`src/fdpw_pkg.sv`:
```
// ----------------------------------------------------------------------------
// fdpw_pkg: shared types, constants and helpers for the filled dot writer
// Register indexes, field widths, the register bank type and colour packing.
// ----------------------------------------------------------------------------
package fdpw_pkg;

  // Fixed field widths
  localparam int PIX_W    = 12;
  localparam int STRIDE_W = 14;
  localparam int OFFS_W   = 20;
  localparam int LENS_W   = 12;
  localparam int CHAN_W   = 8;
  localparam int WORD_W   = 32;
  localparam int HALF_W   = 16;
  localparam int ADDR_W   = 26;
  localparam int LIMIT_W  = STRIDE_W + PIX_W;
  localparam int PROD_W   = PIX_W + 1 + STRIDE_W;
  localparam int SUM_W    = PROD_W + 1;
  localparam int SIZE_W   = 4;
  localparam int CFG_IDX_W  = 8;
  localparam int CFG_DATA_W = 32;

  // Caps and fixed values
  localparam int MAX_WRITES = 64;
  localparam logic [CHAN_W-1:0] ALPHA_FULL = 8'hFF;

  // Register indexes
  localparam logic [CFG_IDX_W-1:0] REG_WIDTH   = 8'd0;
  localparam logic [CFG_IDX_W-1:0] REG_HEIGHT  = 8'd1;
  localparam logic [CFG_IDX_W-1:0] REG_PAN_X   = 8'd2;
  localparam logic [CFG_IDX_W-1:0] REG_PAN_Y   = 8'd3;
  localparam logic [CFG_IDX_W-1:0] REG_STRIDE  = 8'd4;
  localparam logic [CFG_IDX_W-1:0] REG_MODE    = 8'd5;
  localparam logic [CFG_IDX_W-1:0] REG_OFFSETS = 8'd6;
  localparam logic [CFG_IDX_W-1:0] REG_LENGTHS = 8'd7;

  // Reset values of the colour layout registers
  localparam logic              MODE_RESET    = 1'b1;
  localparam logic [OFFS_W-1:0] OFFSETS_RESET = 20'hC0110;
  localparam logic [LENS_W-1:0] LENGTHS_RESET = 12'h888;

  typedef struct packed {
    logic [PIX_W-1:0]    width_px;
    logic [PIX_W-1:0]    height_px;
    logic [PIX_W-1:0]    pan_x;
    logic [PIX_W-1:0]    pan_y;
    logic [STRIDE_W-1:0] line_bytes;
    logic                pixel_mode;
    logic [OFFS_W-1:0]   channel_offsets;
    logic [LENS_W-1:0]   channel_lengths;
  } cfg_t;

  // Truncate one 8-bit channel to len bits (len above 8 counts as 8)
  function automatic logic [CHAN_W-1:0] trunc_chan(input logic [CHAN_W-1:0] v,
                                                   input logic [3:0] len);
    logic [3:0] l;
    l = (len > 4'd8) ? 4'd8 : len;
    return v >> (4'd8 - l);
  endfunction

  // Build the pixel word for the current layout
  function automatic logic [WORD_W-1:0] pack_word(input cfg_t c,
                                                  input logic [CHAN_W-1:0] r,
                                                  input logic [CHAN_W-1:0] g,
                                                  input logic [CHAN_W-1:0] b);
    logic [4:0] ro, go, bo, ao;
    logic [WORD_W-1:0] w;
    ro = c.channel_offsets[4:0];
    go = c.channel_offsets[9:5];
    bo = c.channel_offsets[14:10];
    ao = c.channel_offsets[19:15];
    if (c.pixel_mode) begin
      w = (WORD_W'(ALPHA_FULL) << ao) | (WORD_W'(r) << ro) |
          (WORD_W'(g) << go) | (WORD_W'(b) << bo);
    end else begin
      w = (WORD_W'(trunc_chan(r, c.channel_lengths[3:0])) << ro) |
          (WORD_W'(trunc_chan(g, c.channel_lengths[7:4])) << go) |
          (WORD_W'(trunc_chan(b, c.channel_lengths[11:8])) << bo);
      w = {{(WORD_W-HALF_W){1'b0}}, w[HALF_W-1:0]};
    end
    return w;
  endfunction

endpackage

```
`src/fdpw_cmd_if.sv`:
```
// ----------------------------------------------------------------------------
// fdpw_cmd_if: dot command channel
// Valid/ready channel carrying one dot command per transaction.
// ----------------------------------------------------------------------------
interface fdpw_cmd_if #(
  parameter int COORD_BITS = 13
);
  logic                         valid;
  logic                         ready;
  logic signed [COORD_BITS-1:0] center_x;
  logic signed [COORD_BITS-1:0] center_y;
  logic [3:0]                   diameter;
  logic [7:0]                   red;
  logic [7:0]                   green;
  logic [7:0]                   blue;

  modport source (output valid, center_x, center_y, diameter, red, green, blue,
                  input ready);
  modport sink   (input valid, center_x, center_y, diameter, red, green, blue,
                  output ready);
endinterface

```
`src/fdpw_wr_if.sv`:
```
// ----------------------------------------------------------------------------
// fdpw_wr_if: framebuffer write channel
// Valid/ready channel carrying one pixel write per transaction.
// ----------------------------------------------------------------------------
interface fdpw_wr_if;
  logic        valid;
  logic        ready;
  logic [25:0] byte_address;
  logic [31:0] pixel_word;
  logic        wide_write;
  logic        last_write;

  modport source (output valid, byte_address, pixel_word, wide_write, last_write,
                  input ready);
  modport sink   (input valid, byte_address, pixel_word, wide_write, last_write,
                  output ready);
endinterface

```
`src/fdpw_cfg_if.sv`:
```
// ----------------------------------------------------------------------------
// fdpw_cfg_if: register write channel
// Valid/ready channel carrying a register index and write data.
// ----------------------------------------------------------------------------
interface fdpw_cfg_if;
  logic        valid;
  logic        ready;
  logic [7:0]  index;
  logic [31:0] data;

  modport source (output valid, index, data, input ready);
  modport sink   (input valid, index, data, output ready);
endinterface

```
`src/filled_dot_pixel_writer.sv`:
```
// ----------------------------------------------------------------------------
// filled_dot_pixel_writer: filled dot plotter for a linear framebuffer
// Turns dot commands into byte-addressed pixel writes for 16/32-bit modes.
// ----------------------------------------------------------------------------
// A dot of size s (clamped to MAX_DOT_SIZE) has radius h = s/2 and is scanned
// as a 2h by 2h square of offsets, one candidate per clock in the scan unit
// unless the write channel stalls, followed by a flush state and a return to
// idle that loads the next command; a dot of size 0 or 1 goes straight to the
// flush state. Each write passes through three pipeline stages and is held
// back by one point, and the last write of a dot carries last_write. A
// two-entry command queue lets new dots be taken while the current one is
// still being drawn. Register writes should only be issued while no dot is
// in progress.
module filled_dot_pixel_writer #(
  parameter int MAX_DOT_SIZE = 8,
  parameter int COORD_BITS   = 13
) (
  input  logic       clk,
  input  logic       rst,
  fdpw_cmd_if.sink   cmd,
  fdpw_wr_if.source  wr,
  fdpw_cfg_if.sink   cfg
);
  import fdpw_pkg::*;

  localparam int HMAX    = MAX_DOT_SIZE / 2;
  localparam int H_W     = $clog2(HMAX + 1);
  localparam int ENTRY_W = 2 * COORD_BITS + H_W + WORD_W;

  cfg_t               regs;
  logic [LIMIT_W-1:0] limit;
  logic               push_valid, push_ready;
  logic [ENTRY_W-1:0] push_data;
  logic               q_valid, q_pop;
  logic [ENTRY_W-1:0] q_data;

  // Register bank
  fdpw_regs u_regs (
    .clk   (clk),
    .rst   (rst),
    .cfg   (cfg),
    .regs  (regs),
    .limit (limit)
  );

  // Command intake
  fdpw_front #(
    .MAX_DOT_SIZE (MAX_DOT_SIZE),
    .COORD_BITS   (COORD_BITS),
    .ENTRY_W      (ENTRY_W)
  ) u_front (
    .cmd        (cmd),
    .regs       (regs),
    .push_ready (push_ready),
    .push_valid (push_valid),
    .push_data  (push_data)
  );

  // Command queue
  fdpw_queue #(
    .DATA_W (ENTRY_W)
  ) u_queue (
    .clk       (clk),
    .rst       (rst),
    .in_valid  (push_valid),
    .in_ready  (push_ready),
    .in_data   (push_data),
    .out_valid (q_valid),
    .out_pop   (q_pop),
    .out_data  (q_data)
  );

  // Scan and write issue
  fdpw_back #(
    .MAX_DOT_SIZE (MAX_DOT_SIZE),
    .COORD_BITS   (COORD_BITS),
    .ENTRY_W      (ENTRY_W)
  ) u_back (
    .clk     (clk),
    .rst     (rst),
    .regs    (regs),
    .limit   (limit),
    .q_valid (q_valid),
    .q_data  (q_data),
    .q_pop   (q_pop),
    .wr      (wr)
  );

endmodule

```
`src/fdpw_regs.sv`:
```
// ----------------------------------------------------------------------------
// fdpw_regs: configuration register bank
// Holds the screen and colour layout registers and the buffer size limit.
// ----------------------------------------------------------------------------
module fdpw_regs (
  input  logic           clk,
  input  logic           rst,
  fdpw_cfg_if.sink       cfg,
  output fdpw_pkg::cfg_t regs,
  output logic [fdpw_pkg::LIMIT_W-1:0] limit
);
  import fdpw_pkg::*;

  // Writes are always taken
  assign cfg.ready = 1'b1;

  // Register writes
  always_ff @(posedge clk) begin
    if (rst) begin
      regs.width_px        <= '0;
      regs.height_px       <= '0;
      regs.pan_x           <= '0;
      regs.pan_y           <= '0;
      regs.line_bytes      <= '0;
      regs.pixel_mode      <= MODE_RESET;
      regs.channel_offsets <= OFFSETS_RESET;
      regs.channel_lengths <= LENGTHS_RESET;
    end else if (cfg.valid) begin
      case (cfg.index)
        REG_WIDTH:   regs.width_px        <= cfg.data[PIX_W-1:0];
        REG_HEIGHT:  regs.height_px       <= cfg.data[PIX_W-1:0];
        REG_PAN_X:   regs.pan_x           <= cfg.data[PIX_W-1:0];
        REG_PAN_Y:   regs.pan_y           <= cfg.data[PIX_W-1:0];
        REG_STRIDE:  regs.line_bytes      <= cfg.data[STRIDE_W-1:0];
        REG_MODE:    regs.pixel_mode      <= cfg.data[0];
        REG_OFFSETS: regs.channel_offsets <= cfg.data[OFFS_W-1:0];
        REG_LENGTHS: regs.channel_lengths <= cfg.data[LENS_W-1:0];
        default: ;
      endcase
    end
  end

  // Buffer size, refreshed every cycle from the registers
  always_ff @(posedge clk) begin
    limit <= LIMIT_W'(regs.line_bytes) * LIMIT_W'(regs.height_px);
  end

endmodule

```
`src/fdpw_front.sv`:
```
// ----------------------------------------------------------------------------
// fdpw_front: command intake
// Accepts dot commands, clamps the size to a radius and packs the colour.
// ----------------------------------------------------------------------------
module fdpw_front #(
  parameter int MAX_DOT_SIZE = 8,
  parameter int COORD_BITS   = 13,
  parameter int ENTRY_W      = 61
) (
  fdpw_cmd_if.sink       cmd,
  input  fdpw_pkg::cfg_t regs,
  input  logic           push_ready,
  output logic           push_valid,
  output logic [ENTRY_W-1:0] push_data
);
  import fdpw_pkg::*;

  localparam int HMAX = MAX_DOT_SIZE / 2;
  localparam int H_W  = $clog2(HMAX + 1);
  localparam int SZ_W = $clog2(MAX_DOT_SIZE + 1);

  logic [SZ_W-1:0]   size_sat;
  logic [H_W-1:0]    radius;
  logic [WORD_W-1:0] word;

  // Handshake straight through to the queue
  assign cmd.ready  = push_ready;
  assign push_valid = cmd.valid;

  // Size clamp and radius
  assign size_sat = (32'(cmd.diameter) > MAX_DOT_SIZE) ? SZ_W'(MAX_DOT_SIZE)
                                                       : SZ_W'(cmd.diameter);
  assign radius   = H_W'(size_sat >> 1);

  // Colour packing for the current layout
  assign word = pack_word(regs, cmd.red, cmd.green, cmd.blue);

  assign push_data = {cmd.center_x, cmd.center_y, radius, word};

endmodule

```
`src/fdpw_queue.sv`:
```
// ----------------------------------------------------------------------------
// fdpw_queue: command queue
// Two-entry first-word-fall-through queue between intake and scan.
// ----------------------------------------------------------------------------
module fdpw_queue #(
  parameter int DATA_W = 61
) (
  input  logic              clk,
  input  logic              rst,
  input  logic              in_valid,
  output logic              in_ready,
  input  logic [DATA_W-1:0] in_data,
  output logic              out_valid,
  input  logic              out_pop,
  output logic [DATA_W-1:0] out_data
);
  localparam int DEPTH = 2;
  localparam int PTR_W = $clog2(DEPTH);

  logic [DATA_W-1:0] mem [DEPTH];
  logic [PTR_W-1:0]  wr_ptr;
  logic [PTR_W-1:0]  rd_ptr;
  logic [PTR_W:0]    count;
  logic              do_push;
  logic              do_pop;

  assign in_ready  = (count != (PTR_W+1)'(DEPTH));
  assign out_valid = (count != '0);
  assign do_push   = in_valid && in_ready;
  assign do_pop    = out_pop && out_valid;
  assign out_data  = mem[rd_ptr];

  // Storage
  always_ff @(posedge clk) begin
    if (do_push) begin
      mem[wr_ptr] <= in_data;
    end
  end

  // Pointers and fill level
  always_ff @(posedge clk) begin
    if (rst) begin
      wr_ptr <= '0;
      rd_ptr <= '0;
      count  <= '0;
    end else begin
      if (do_push) begin
        wr_ptr <= wr_ptr + 1'b1;
      end
      if (do_pop) begin
        rd_ptr <= rd_ptr + 1'b1;
      end
      case ({do_push, do_pop})
        2'b10:   count <= count + 1'b1;
        2'b01:   count <= count - 1'b1;
        default: count <= count;
      endcase
    end
  end

endmodule

```
`src/fdpw_back.sv`:
```
// ----------------------------------------------------------------------------
// fdpw_back: dot scan and write issue
// Walks the offset square, filters points through a three-stage pipeline and
// holds one write back so the final write of a dot can be flagged.
// ----------------------------------------------------------------------------
module fdpw_back #(
  parameter int MAX_DOT_SIZE = 8,
  parameter int COORD_BITS   = 13,
  parameter int ENTRY_W      = 61
) (
  input  logic           clk,
  input  logic           rst,
  input  fdpw_pkg::cfg_t regs,
  input  logic [fdpw_pkg::LIMIT_W-1:0] limit,
  input  logic           q_valid,
  input  logic [ENTRY_W-1:0] q_data,
  output logic           q_pop,
  fdpw_wr_if.source      wr
);
  import fdpw_pkg::*;

  localparam int HMAX  = MAX_DOT_SIZE / 2;
  localparam int H_W   = $clog2(HMAX + 1);
  localparam int OFF_W = $clog2(HMAX) + 1;
  localparam int SQ_W  = 2 * OFF_W + 1;
  localparam int XY_W  = COORD_BITS + 1;
  localparam int CMP_W = (XY_W > PIX_W + 1) ? XY_W : PIX_W + 1;
  localparam int CNT_W = $clog2(MAX_WRITES + 1);

  localparam logic [1:0] ST_IDLE  = 2'd0;
  localparam logic [1:0] ST_SCAN  = 2'd1;
  localparam logic [1:0] ST_FLUSH = 2'd2;

  // Scan registers
  logic [1:0]                   state;
  logic signed [COORD_BITS-1:0] cx;
  logic signed [COORD_BITS-1:0] cy;
  logic [H_W-1:0]               radius;
  logic [WORD_W-1:0]            word;
  logic signed [OFF_W-1:0]      dx;
  logic signed [OFF_W-1:0]      dy;

  // Queue entry fields
  logic signed [COORD_BITS-1:0] q_cx;
  logic signed [COORD_BITS-1:0] q_cy;
  logic [H_W-1:0]               q_radius;
  logic [WORD_W-1:0]            q_word;

  // Pipeline stages
  logic                    s1_valid, s1_flush, s1_inc;
  logic signed [XY_W-1:0]  s1_x, s1_y;
  logic [WORD_W-1:0]       s1_word;
  logic                    s2_valid, s2_flush, s2_ok;
  logic [SUM_W-1:0]        s2_addr;
  logic [WORD_W-1:0]       s2_word;
  logic                    s3_valid, s3_flush, s3_ok;
  logic [SUM_W-1:0]        s3_addr;
  logic [WORD_W-1:0]       s3_word;

  // Held write and write count
  logic                    pend_valid;
  logic [ADDR_W-1:0]       pend_addr;
  logic [WORD_W-1:0]       pend_word;
  logic [CNT_W-1:0]        count;

  // Combinational helpers
  logic signed [OFF_W-1:0]    neg_h, h_m1;
  logic signed [2*OFF_W-1:0]  dx_sq, dy_sq;
  logic [SQ_W-1:0]            dist_sq;
  logic [SQ_W-1:0]            h_sq;
  logic                       tok_valid, tok_flush, tok_inc;
  logic signed [XY_W-1:0]     tok_x, tok_y;
  logic [CMP_W-1:0]           x_mag, y_mag;
  logic                       x_in, y_in;
  logic [PIX_W:0]             xp, yp;
  logic [PIX_W+2:0]           term_x;
  logic [PROD_W-1:0]          prod;
  logic [SUM_W-1:0]           addr_calc;
  logic                       pass, need_out, out_free, adv;

  assign {q_cx, q_cy, q_radius, q_word} = q_data;
  assign q_pop = (state == ST_IDLE) && q_valid;

  // Offset bounds of the current dot
  assign neg_h = -OFF_W'(radius);
  assign h_m1  = OFF_W'(radius) - OFF_W'(1);

  // Circle test for the current offset
  assign dx_sq   = dx * dx;
  assign dy_sq   = dy * dy;
  assign dist_sq = SQ_W'($unsigned(dx_sq)) + SQ_W'($unsigned(dy_sq));
  assign h_sq    = SQ_W'(radius) * SQ_W'(radius);

  assign tok_valid = (state == ST_SCAN) || (state == ST_FLUSH);
  assign tok_flush = (state == ST_FLUSH);
  assign tok_inc   = (dist_sq <= h_sq);
  assign tok_x     = XY_W'(cx) + XY_W'(dx);
  assign tok_y     = XY_W'(cy) + XY_W'(dy);

  // Screen bounds and address for stage 1
  assign x_mag = CMP_W'($unsigned(s1_x[XY_W-2:0]));
  assign y_mag = CMP_W'($unsigned(s1_y[XY_W-2:0]));
  assign x_in  = !s1_x[XY_W-1] && (x_mag < CMP_W'(regs.width_px));
  assign y_in  = !s1_y[XY_W-1] && (y_mag < CMP_W'(regs.height_px));
  assign xp    = {1'b0, x_mag[PIX_W-1:0]} + {1'b0, regs.pan_x};
  assign yp    = {1'b0, y_mag[PIX_W-1:0]} + {1'b0, regs.pan_y};
  assign term_x = regs.pixel_mode ? {xp, 2'b00} : {1'b0, xp, 1'b0};
  assign prod   = PROD_W'(yp) * PROD_W'(regs.line_bytes);
  assign addr_calc = SUM_W'(term_x) + SUM_W'(prod);

  // Commit decision for stage 3
  assign pass     = s3_ok && (s3_addr < SUM_W'(limit)) &&
                    (count < CNT_W'(MAX_WRITES));
  assign need_out = s3_valid && pend_valid && (s3_flush || pass);
  assign out_free = !wr.valid || wr.ready;
  assign adv      = !need_out || out_free;

  // Scan sequencer
  always_ff @(posedge clk) begin
    if (rst) begin
      state <= ST_IDLE;
    end else begin
      unique case (state)
        ST_IDLE: begin
          if (q_valid) begin
            state <= (q_radius == '0) ? ST_FLUSH : ST_SCAN;
          end
        end
        ST_SCAN: begin
          if (adv && (dy == h_m1) && (dx == h_m1)) begin
            state <= ST_FLUSH;
          end
        end
        ST_FLUSH: begin
          if (adv) begin
            state <= ST_IDLE;
          end
        end
        default: state <= ST_IDLE;
      endcase
    end
  end

  // Command fields and offset counters
  always_ff @(posedge clk) begin
    if (q_pop) begin
      cx     <= q_cx;
      cy     <= q_cy;
      radius <= q_radius;
      word   <= q_word;
      dx     <= -OFF_W'(q_radius);
      dy     <= -OFF_W'(q_radius);
    end else if ((state == ST_SCAN) && adv) begin
      if (dy == h_m1) begin
        dy <= neg_h;
        dx <= dx + OFF_W'(1);
      end else begin
        dy <= dy + OFF_W'(1);
      end
    end
  end

  // Pipeline valid bits
  always_ff @(posedge clk) begin
    if (rst) begin
      s1_valid <= 1'b0;
      s2_valid <= 1'b0;
      s3_valid <= 1'b0;
    end else if (adv) begin
      s1_valid <= tok_valid;
      s2_valid <= s1_valid;
      s3_valid <= s2_valid;
    end
  end

  // Pipeline payload
  always_ff @(posedge clk) begin
    if (adv) begin
      s1_flush <= tok_flush;
      s1_inc   <= tok_inc;
      s1_x     <= tok_x;
      s1_y     <= tok_y;
      s1_word  <= word;
      s2_flush <= s1_flush;
      s2_ok    <= s1_inc && x_in && y_in;
      s2_addr  <= addr_calc;
      s2_word  <= s1_word;
      s3_flush <= s2_flush;
      s3_ok    <= s2_ok;
      s3_addr  <= s2_addr;
      s3_word  <= s2_word;
    end
  end

  // Held write, write count and output register
  always_ff @(posedge clk) begin
    if (rst) begin
      pend_valid <= 1'b0;
      count      <= '0;
      wr.valid   <= 1'b0;
    end else begin
      if (adv && need_out) begin
        wr.valid <= 1'b1;
      end else if (wr.ready) begin
        wr.valid <= 1'b0;
      end
      if (adv && s3_valid) begin
        if (s3_flush) begin
          pend_valid <= 1'b0;
          count      <= '0;
        end else if (pass) begin
          pend_valid <= 1'b1;
          count      <= count + 1'b1;
        end
      end
    end
  end

  always_ff @(posedge clk) begin
    if (adv && s3_valid && (s3_flush || pass)) begin
      if (pend_valid) begin
        wr.byte_address <= pend_addr;
        wr.pixel_word   <= pend_word;
        wr.wide_write   <= regs.pixel_mode;
        wr.last_write   <= s3_flush;
      end
      if (pass && !s3_flush) begin
        pend_addr <= s3_addr[ADDR_W-1:0];
        pend_word <= s3_word;
      end
    end
  end

endmodule

```
`src/flat_wrapper.sv`:
```
// flat-port wrapper written by rule: the top's interface ports become plain ports
module filled_dot_pixel_writer_flat import fdpw_pkg::*;
#(
  parameter int MAX_DOT_SIZE = 8,
  parameter int COORD_BITS   = 13
)
  (clk, rst, cmd_valid, cmd_center_x, cmd_center_y, cmd_diameter, cmd_red, cmd_green, cmd_blue, cmd_ready, wr_valid, wr_byte_address, wr_pixel_word, wr_wide_write, wr_last_write, wr_ready, cfg_valid, cfg_index, cfg_data, cfg_ready);
  fdpw_cmd_if #(.COORD_BITS(COORD_BITS)) cmd_i ();
  fdpw_wr_if wr_i ();
  fdpw_cfg_if cfg_i ();
  input  logic clk;
  input  logic rst;
  input wire logic [$bits(cmd_i.valid)-1:0] cmd_valid;
  input wire logic [$bits(cmd_i.center_x)-1:0] cmd_center_x;
  input wire logic [$bits(cmd_i.center_y)-1:0] cmd_center_y;
  input wire logic [$bits(cmd_i.diameter)-1:0] cmd_diameter;
  input wire logic [$bits(cmd_i.red)-1:0] cmd_red;
  input wire logic [$bits(cmd_i.green)-1:0] cmd_green;
  input wire logic [$bits(cmd_i.blue)-1:0] cmd_blue;
  output wire logic [$bits(cmd_i.ready)-1:0] cmd_ready;
  output wire logic [$bits(wr_i.valid)-1:0] wr_valid;
  output wire logic [$bits(wr_i.byte_address)-1:0] wr_byte_address;
  output wire logic [$bits(wr_i.pixel_word)-1:0] wr_pixel_word;
  output wire logic [$bits(wr_i.wide_write)-1:0] wr_wide_write;
  output wire logic [$bits(wr_i.last_write)-1:0] wr_last_write;
  input wire logic [$bits(wr_i.ready)-1:0] wr_ready;
  input wire logic [$bits(cfg_i.valid)-1:0] cfg_valid;
  input wire logic [$bits(cfg_i.index)-1:0] cfg_index;
  input wire logic [$bits(cfg_i.data)-1:0] cfg_data;
  output wire logic [$bits(cfg_i.ready)-1:0] cfg_ready;
  assign cmd_i.valid = cmd_valid;
  assign cmd_i.center_x = cmd_center_x;
  assign cmd_i.center_y = cmd_center_y;
  assign cmd_i.diameter = cmd_diameter;
  assign cmd_i.red = cmd_red;
  assign cmd_i.green = cmd_green;
  assign cmd_i.blue = cmd_blue;
  assign cmd_ready = cmd_i.ready;
  assign wr_valid = wr_i.valid;
  assign wr_byte_address = wr_i.byte_address;
  assign wr_pixel_word = wr_i.pixel_word;
  assign wr_wide_write = wr_i.wide_write;
  assign wr_last_write = wr_i.last_write;
  assign wr_i.ready = wr_ready;
  assign cfg_i.valid = cfg_valid;
  assign cfg_i.index = cfg_index;
  assign cfg_i.data = cfg_data;
  assign cfg_ready = cfg_i.ready;
  filled_dot_pixel_writer #(.MAX_DOT_SIZE(MAX_DOT_SIZE), .COORD_BITS(COORD_BITS)) u_core (.clk(clk), .rst(rst), .cmd(cmd_i), .wr(wr_i), .cfg(cfg_i));
endmodule
```
`config.mk`:
```
export PLATFORM = sky130hd
export DESIGN_NAME = filled_dot_pixel_writer_flat
export DESIGN_NICKNAME = d
export VERILOG_FILES = /design/src/fdpw_pkg.sv /design/src/fdpw_cmd_if.sv /design/src/fdpw_wr_if.sv /design/src/fdpw_cfg_if.sv /design/src/filled_dot_pixel_writer.sv /design/src/fdpw_regs.sv /design/src/fdpw_front.sv /design/src/fdpw_queue.sv /design/src/fdpw_back.sv /design/src/flat_wrapper.sv
export SDC_FILE = /design/constraint.sdc
export NUM_CORES = 2
export LEC_CHECK = 0
export BUFFER_PORTS_ARGS = -buffer_cell sky130_fd_sc_hd__buf_2
export CAP_MARGIN = 20
export CORE_MARGIN = 2
export CORE_UTILIZATION = 55
export CTS_CLUSTER_DIAMETER = 40
export DETAILED_ROUTE_END_ITERATION = 16
export PLACE_DENSITY = 0.79
export SETUP_SLACK_MARGIN = 0.2
export SLEW_MARGIN = 20
export SYNTH_ARGS = -nofsm -noshare
export SYNTH_HDL_FRONTEND = slang
export SYNTH_SLANG_ARGS = --single-unit
```
`constraint.sdc`:
```
create_clock -name clk -period 11.4 [get_ports clk]
set_input_delay 0.57 -clock clk [delete_from_list [all_inputs] [get_ports clk]]
set_output_delay 0.57 -clock clk [all_outputs]
set_load 0.005 [all_outputs]
```
======== Word-level counts from Yosys, hierarchy flattened ========
Memories as Yosys holds them, arrays and structs flattened. A register that Yosys moved wholly into a read port is not among the register bits.
Cells that the tools add are included.
operators by class
  equal/unequal tests ..................... 17
  $lt $le $gt $ge ......................... 9
  shift operators ......................... 10
  bitwise gates (word level) .............. 5
  reduce and logical (&&, ||, !) cells .... 49
  add/sub/neg operators ................... 19
  muxes and demuxes ....................... 28
  multiply operators ...................... 5
operators with widths
  operator                number
  $or A32 B32 Y32         3
  $shl A8 B5 Y32          3
  $shl A8 B5 Y16          3
  $eq A8 B3 Y1 const B    4
  $mux W32                1
  $or A16 B16 Y16         2
  $shl A8 B5 Y32 const A  1
  $add A13 B3 Y14         2
  $add A15 B27 Y28        1
  $lt A28 B26 Y1          1
  $mul A13 B14 Y27        1
  $add A12 B12 Y13        2
  $lt A13 B12 Y1          2
  $mul A14 B12 Y26        1
  $reduce_and A2 Y1       12
  $shr A8 B4 Y8           3
  $logic_and A1 B1 Y1     18
  $mul A3 B3 Y6           3
  $mux W3                 6
  $eq A8 B2 Y1 const B    2
  $gt A4 B4 Y1 const B    4
  $mux W4                 4
  $mux W15                1
  $mux W7                 2
  other kinds (28)        60
storage, ports and cells
  RAM bits ................................ 122
  output and inout bits ................... 63
  register bits after elaboration ......... 510
  logic and storage cells ................. 187
  memories ................................ 1
  bits of input ports ..................... 99
memory list
  memory              depth  bits a word  read ports  clocked after Yosys merged registers in  write ports  line              text
  u_core.u_queue.mem  2      61           1           1                                        1            fdpw_queue.sv:20  logic [DATA_W-1:0] mem [DEPTH];

======== Logic depth before layout (Yosys ltp) ========
  word-level depth ........................ 11
  depth in mapped cells ................... 30
  mapped depth without buffers ............ 29

======== Modules after synthesis ========
From an unflattened synthesis, not the netlist that was laid out.
second synthesis, totals
  cell total of the unflattened synthesis .. 3,919
  area total of the unflattened synthesis .. 42,328.1 µm²
modules (own cells, without submodules)
  module      area each (µm²)  cells each  instances  seq. area each (µm²)
  fdpw_back   22,709.3         1,763       1          11,421.0
  fdpw_regs   9,537.9          1,097       1          2,422.3
  fdpw_front  5,472.7          845         1          0.0
  fdpw_queue  4,608.2          214         1          3,763.6

======== Least setup slack after synthesis ========
No wires, ideal clock.
  path kind ............................... reg2reg
  from .................................... register u_core.u_back.s3_addr[11]
  to ...................................... register u_core.u_back.dx[0], enable pin
  arrival ................................. 8.085 ns
  required time ........................... 11.121 ns
  setup time .............................. 0.279 ns
  period minus slack after synthesis ...... 8.364 ns
  stages on the path, launching flop included .. 11
  path buffers ............................ 1
  path slack .............................. 3.036 ns
  cells stage by stage .................... edfxtp_1 ha_1 a21oi_1 o21ai_0 a2111oi_0 o21ai_0 a21oi_1 o31a_1 clkbuf_1 nand3_1 a31o_2
between the ends
  word-level cells in the longest chain between the ends .. 10
ends and longest elaborated chain
  what                              line              text
  start: declaration                fdpw_back.sv:57   logic [SUM_W-1:0] s3_addr;
  start signal: assignment          fdpw_back.sv:190  s3_addr <= s2_addr;
  $lt A28 B26 Y1                    fdpw_back.sv:112  assign pass = s3_ok && (s3_addr < SUM_W'(limit)) &&
  $logic_and A1 B1 Y1 (2 in a row)  fdpw_back.sv:112
  $logic_or A1 B1 Y1                fdpw_back.sv:114  assign need_out = s3_valid && pend_valid && (s3_flush || pass);
  $logic_and A1 B1 Y1               fdpw_back.sv:114
  $logic_not A1 Y1                  fdpw_back.sv:116  assign adv = !need_out || out_free;
  $logic_or A1 B1 Y1                fdpw_back.sv:116
  $logic_and A1 B1 Y1               fdpw_back.sv:153  end else if ((state == ST_SCAN) && adv) begin
  $reduce_bool A2 Y1 (no line)      --
  $reduce_and A2 Y1 (no line)       --
  end signal: assignment            fdpw_back.sv:151  dx <= -OFF_W'(q_radius);
  end signal: assignment            fdpw_back.sv:156  dx <= dx + OFF_W'(1);
  end: declaration                  fdpw_back.sv:40   logic signed [OFF_W-1:0] dx;
No other way between the ends.
A chain may end at the register's enable or synchronous reset.

======== Worst setup path after layout ========
  from .................................... register u_core.u_back.s1_y[1]
  to ...................................... register u_core.u_back.s2_addr[27], data pin
between the ends
  word-level cells in the longest chain between the ends .. 3
ends and longest elaborated chain
  what                             line              text
  start: declaration               fdpw_back.sv:51   logic signed [XY_W-1:0] s1_x, s1_y;
  start signal: assignment         fdpw_back.sv:182  s1_y <= tok_y;
  $add A12 B12 Y13                 fdpw_back.sv:106  assign yp = {1'b0, y_mag[PIX_W-1:0]} + {1'b0, regs.pan_y};
  $mul A13 B14 Y27                 fdpw_back.sv:108  assign prod = PROD_W'(yp) * PROD_W'(regs.line_bytes);
  $add A15 B27 Y28                 fdpw_back.sv:109  assign addr_calc = SUM_W'(term_x) + SUM_W'(prod);
  net u_core.u_back.addr_calc[27]  fdpw_back.sv:78   logic [SUM_W-1:0] addr_calc;
  end signal: assignment           fdpw_back.sv:186  s2_addr <= addr_calc;
  end: declaration                 fdpw_back.sv:54   logic [SUM_W-1:0] s2_addr;
The timed path passes the listed nets, and every way through them passes these cells.

==> reports/qor.yml <==
synthesis:
  netlist_area_mm2: 0.04142
  yosysSeqAreaShare: 0.4251
  ys_ff_latch: 633
  synth_top_family_by_area: "adder cells"
  ys_top_cells_by_count: "493 x edfxtp_1, 465 x nand2_1, 379 x inv_1, 291 x ha_1, 269 x fa_1"
  synth.top_cell.area_share: 0.3574
  synthSimpleGateAreaFrac: 0.1212
  yosys_most_used_dff: "edfxtp_1"
  synth-edff-count: 493
  muxShareOfSynthArea: 0.06077
  synth_compound_area_frac: 0.09835
  async_flop_share: 0
  synth.distinct_cells: 101
  synth_cells: 3787
  synth_area_leaders: "edfxtp_1 36%, fa_1 13%, ha_1 8.8%, dfxtp_1 6.8%, nand2_1 4.2%"
  synth_fa_ha_area_frac: 0.2179
  synth_xor_xnor_area_share: 0.02386
  synth_nets: 4446
  synth_warnings: 0
  synth_most_common_cell: "edfxtp_1"
  synth_area_leader_cell: "edfxtp_1"
  syn_area_per_cell_um2: 10.94
power_and_ir_drop:
  p_int_mw: 5.362
  switching_share: 0.3184
  powerDensity_mw_per_mm2: 171.6
  switchingPower_mw: 2.504
  p_comb_frac: 0.268
  peakVddDrop_v: 0.0004120
  clockPowerShare: 0.317
  p_seq_frac: 0.416
  leakagePower_nw: 19.00
clocking:
  cts_max_path_buffers: 3
  post_cts_buffers: 0
  cts.clk_slew.worst_paths_ps: 60
  cts_tree: "yes"
  cts_buffers: 80
  post_cts_resize_count: 0
  cts_hold_buf: 0
  root_buffer: "clkbuf_16"
  clock_sinks: 633
  h-tree-depth: 3
  insertion_delay_ps: 650
global_routing:
  use_met1: 0.3520
  top_usage_layer: "met2"
  first_global_vias: 28680
  grt_overflow_total: 0
  antenna_found_initial: 14
  grt_util_met3: 0.05952
  gr-usage-all-layers: 0.2577
  grt_max_degree: 75
  grt_pass1_wl_um: 156400
  use_met2: 0.4020
worst_setup_path:
  worst_setup_path_end_kind: "flip-flop"
  startpoint_type: "flip-flop"
  worstSetupPathType: "flip-flop to flip-flop"
  slowest_delay_ps: 870
  slowest_stage: "nor2_1"
  cp.arrival_ps: 9100
  critPathMaxFanout: 14
  reg2reg_slack_ps: 2710
  path_common_cell: "fa_1"
  cp.required_ps: 11800
cells_and_area:
  final_nets: 4537
  synthToLayoutAreaGrowth_pct: 10.68
  final_area_mm2: 0.04585
  drive_gt1_frac: 0.1222
  fill_cells: 5795
job:
  maxCapViolations: 0
floorplanning:
  die-area_mm2: 0.07752
  num_rows: 100
  die_h_um: 278.4
  io_pins: 162
  die_w_um: 278.4
  fp.coreArea_mm2: 0.07445
  start_util: 0.5564
placement:
  place_hpwl_um: 72760
  dpl_cell_area_mm2: 0.04307
  gp_congestion: 1.016
  portBuffers: 147
timing:
  fmax_ghz: 0.1150
  period_share: 0.7625
  rsz0062_at_grt: "false"
  fin_setup_tns_ps: 0
  slew_headroom: 0.2443
  worst_pin_slew_ps: 1129
  setup_violations: 0
  skew_ps: 57.17
  period_needed_ps: 8693
  drv_slew: 0
  hold_violations: 0
detailed_routing:
  wl_per_cell_um: 20.20
  drt-initial-drc-count: 2645
  drtAntennaViolNets: 0
  viasPerCell: 5.859
  drcViolationCount: 0
  wirelength_um: 99380
  via_count: 28830
  firstDrtPassIters: 6
run_status:
  status: "completed"
min_path:
  hold_class: "primary input to flip-flop"
-- flip-flops by register name (all words and copies together), names as in the netlist, 28 cells and up, named ones only --
signal / count
u_core.u_regs.regs: 95
u_core.u_back.pend_word: 32
u_core.u_back.wr.pixel_word: 32
u_core.u_queue.mem: 122
u_core.u_back.s1_word: 32
u_core.u_back.s3_addr: 28
u_core.u_back.s3_word: 32
u_core.u_back.word: 32
u_core.u_back.s2_addr: 28
u_core.u_back.s2_word: 32
-- layer usage --
layer  up-vias  share of wire  routed length [um]
met1     14020           0.43               42420
li1      13370              -                   -
met3       238          0.090                8969
met2      1189           0.45               44400
met5         -        0.00079                  79
met4        12          0.035                3508
-- worst max-delay path, delay by kind of cell (launching register included) --
family | cells | cell delay [ps]
flops | 1 | 440
buf+inv | 3 | 140
simple gates | 4 | 1320
compound gates | 11 | 2760
fa+ha+maj | 8 | 3810
-- path summary, 6_finish.rpt --
kind	startpoint	endpoint	cells past startpoint
max	u_core.u_back.s1_y[1]	u_core.u_back.s2_addr[27]	26
min	cmd_center_y[2]	u_core.u_queue.mem[0][37]	1
min reg2reg	u_core.u_back.s1_word[9]	u_core.u_back.s2_word[9]	0
max reg2reg	u_core.u_back.s1_y[1]	u_core.u_back.s2_addr[27]	26
-- area by class of cell --
class / instances / area [um^2] / share of cell area
antenna: 7 / 17.52 / 0.0003821
tap: 969 / 1212 / 0.02644
multi-input combinational: 2582 / 21720 / 0.4738
sequential: 633 / 17610 / 0.3841
inverter: 386 / 1451 / 0.03166
clock inverter: 57 / 626.9 / 0.01367
clock buffer: 92 / 2110 / 0.04601
timing repair buffer: 195 / 1099 / 0.02396
-- cell usage in the layout, fill, tap and decap left out, types with 31 or more instances in the layout --
cell type	n
clkbuf_16	82
a21o_1	38
a31oi_1	31
xor2_1	39
xnor2_1	71
a21oi_1	160
mux2i_1	132
fa_1	269
nand2b_1	44
inv_1	377
dfxtp_1	138
mux2_2	85
buf_2	146
and2_1	123
nor2_1	205
nor3_1	48
nor2b_1	40
ha_1	291
nand3_1	39
buf_4	49
o21ai_0	99
edfxtp_1	493
nand2_1	465
-- logic make-up after synthesis --
family | after synthesis
buf+inv | 572
flops | 633
simple gates | 1075
fa+ha+maj | 560
other cells | 1
mux | 228
xor+xnor | 112
compound gates | 606
-- power by group through the flow --
stage	clock network, mW	registers [mW]	logic [mW]
3_5_place_dp	0	3.31	2.06
3_3_place_gp	0	3.28	1.99
2_1_floorplan	0	3.21	1.54
4_1_cts	2.54	3.27	2.08
6_report	2.49	3.27	2.10
5_1_grt	2.63	3.31	2.35
-- metrics by stage --
step / power [mW] / utilization / std cells / hold slack (ps) / worst slack [ps]
2_1_floorplan: 4.746 / - / 3787 / 400.3 / 3036
3_3_place_gp: 5.272 / 0.5784 / 4765 / 400.2 / 2933
3_5_place_dp: 5.365 / 0.5785 / 4765 / 404.5 / 2758
4_1_cts: 7.897 / 0.6153 / 4914 / 72.20 / 2754
5_1_grt: 8.294 / 0.6157 / 4918 / 77.00 / 2220
6_report: 7.867 / 0.6158 / 4921 / 102.2 / 2707
(Power assumes the default switching activity.)
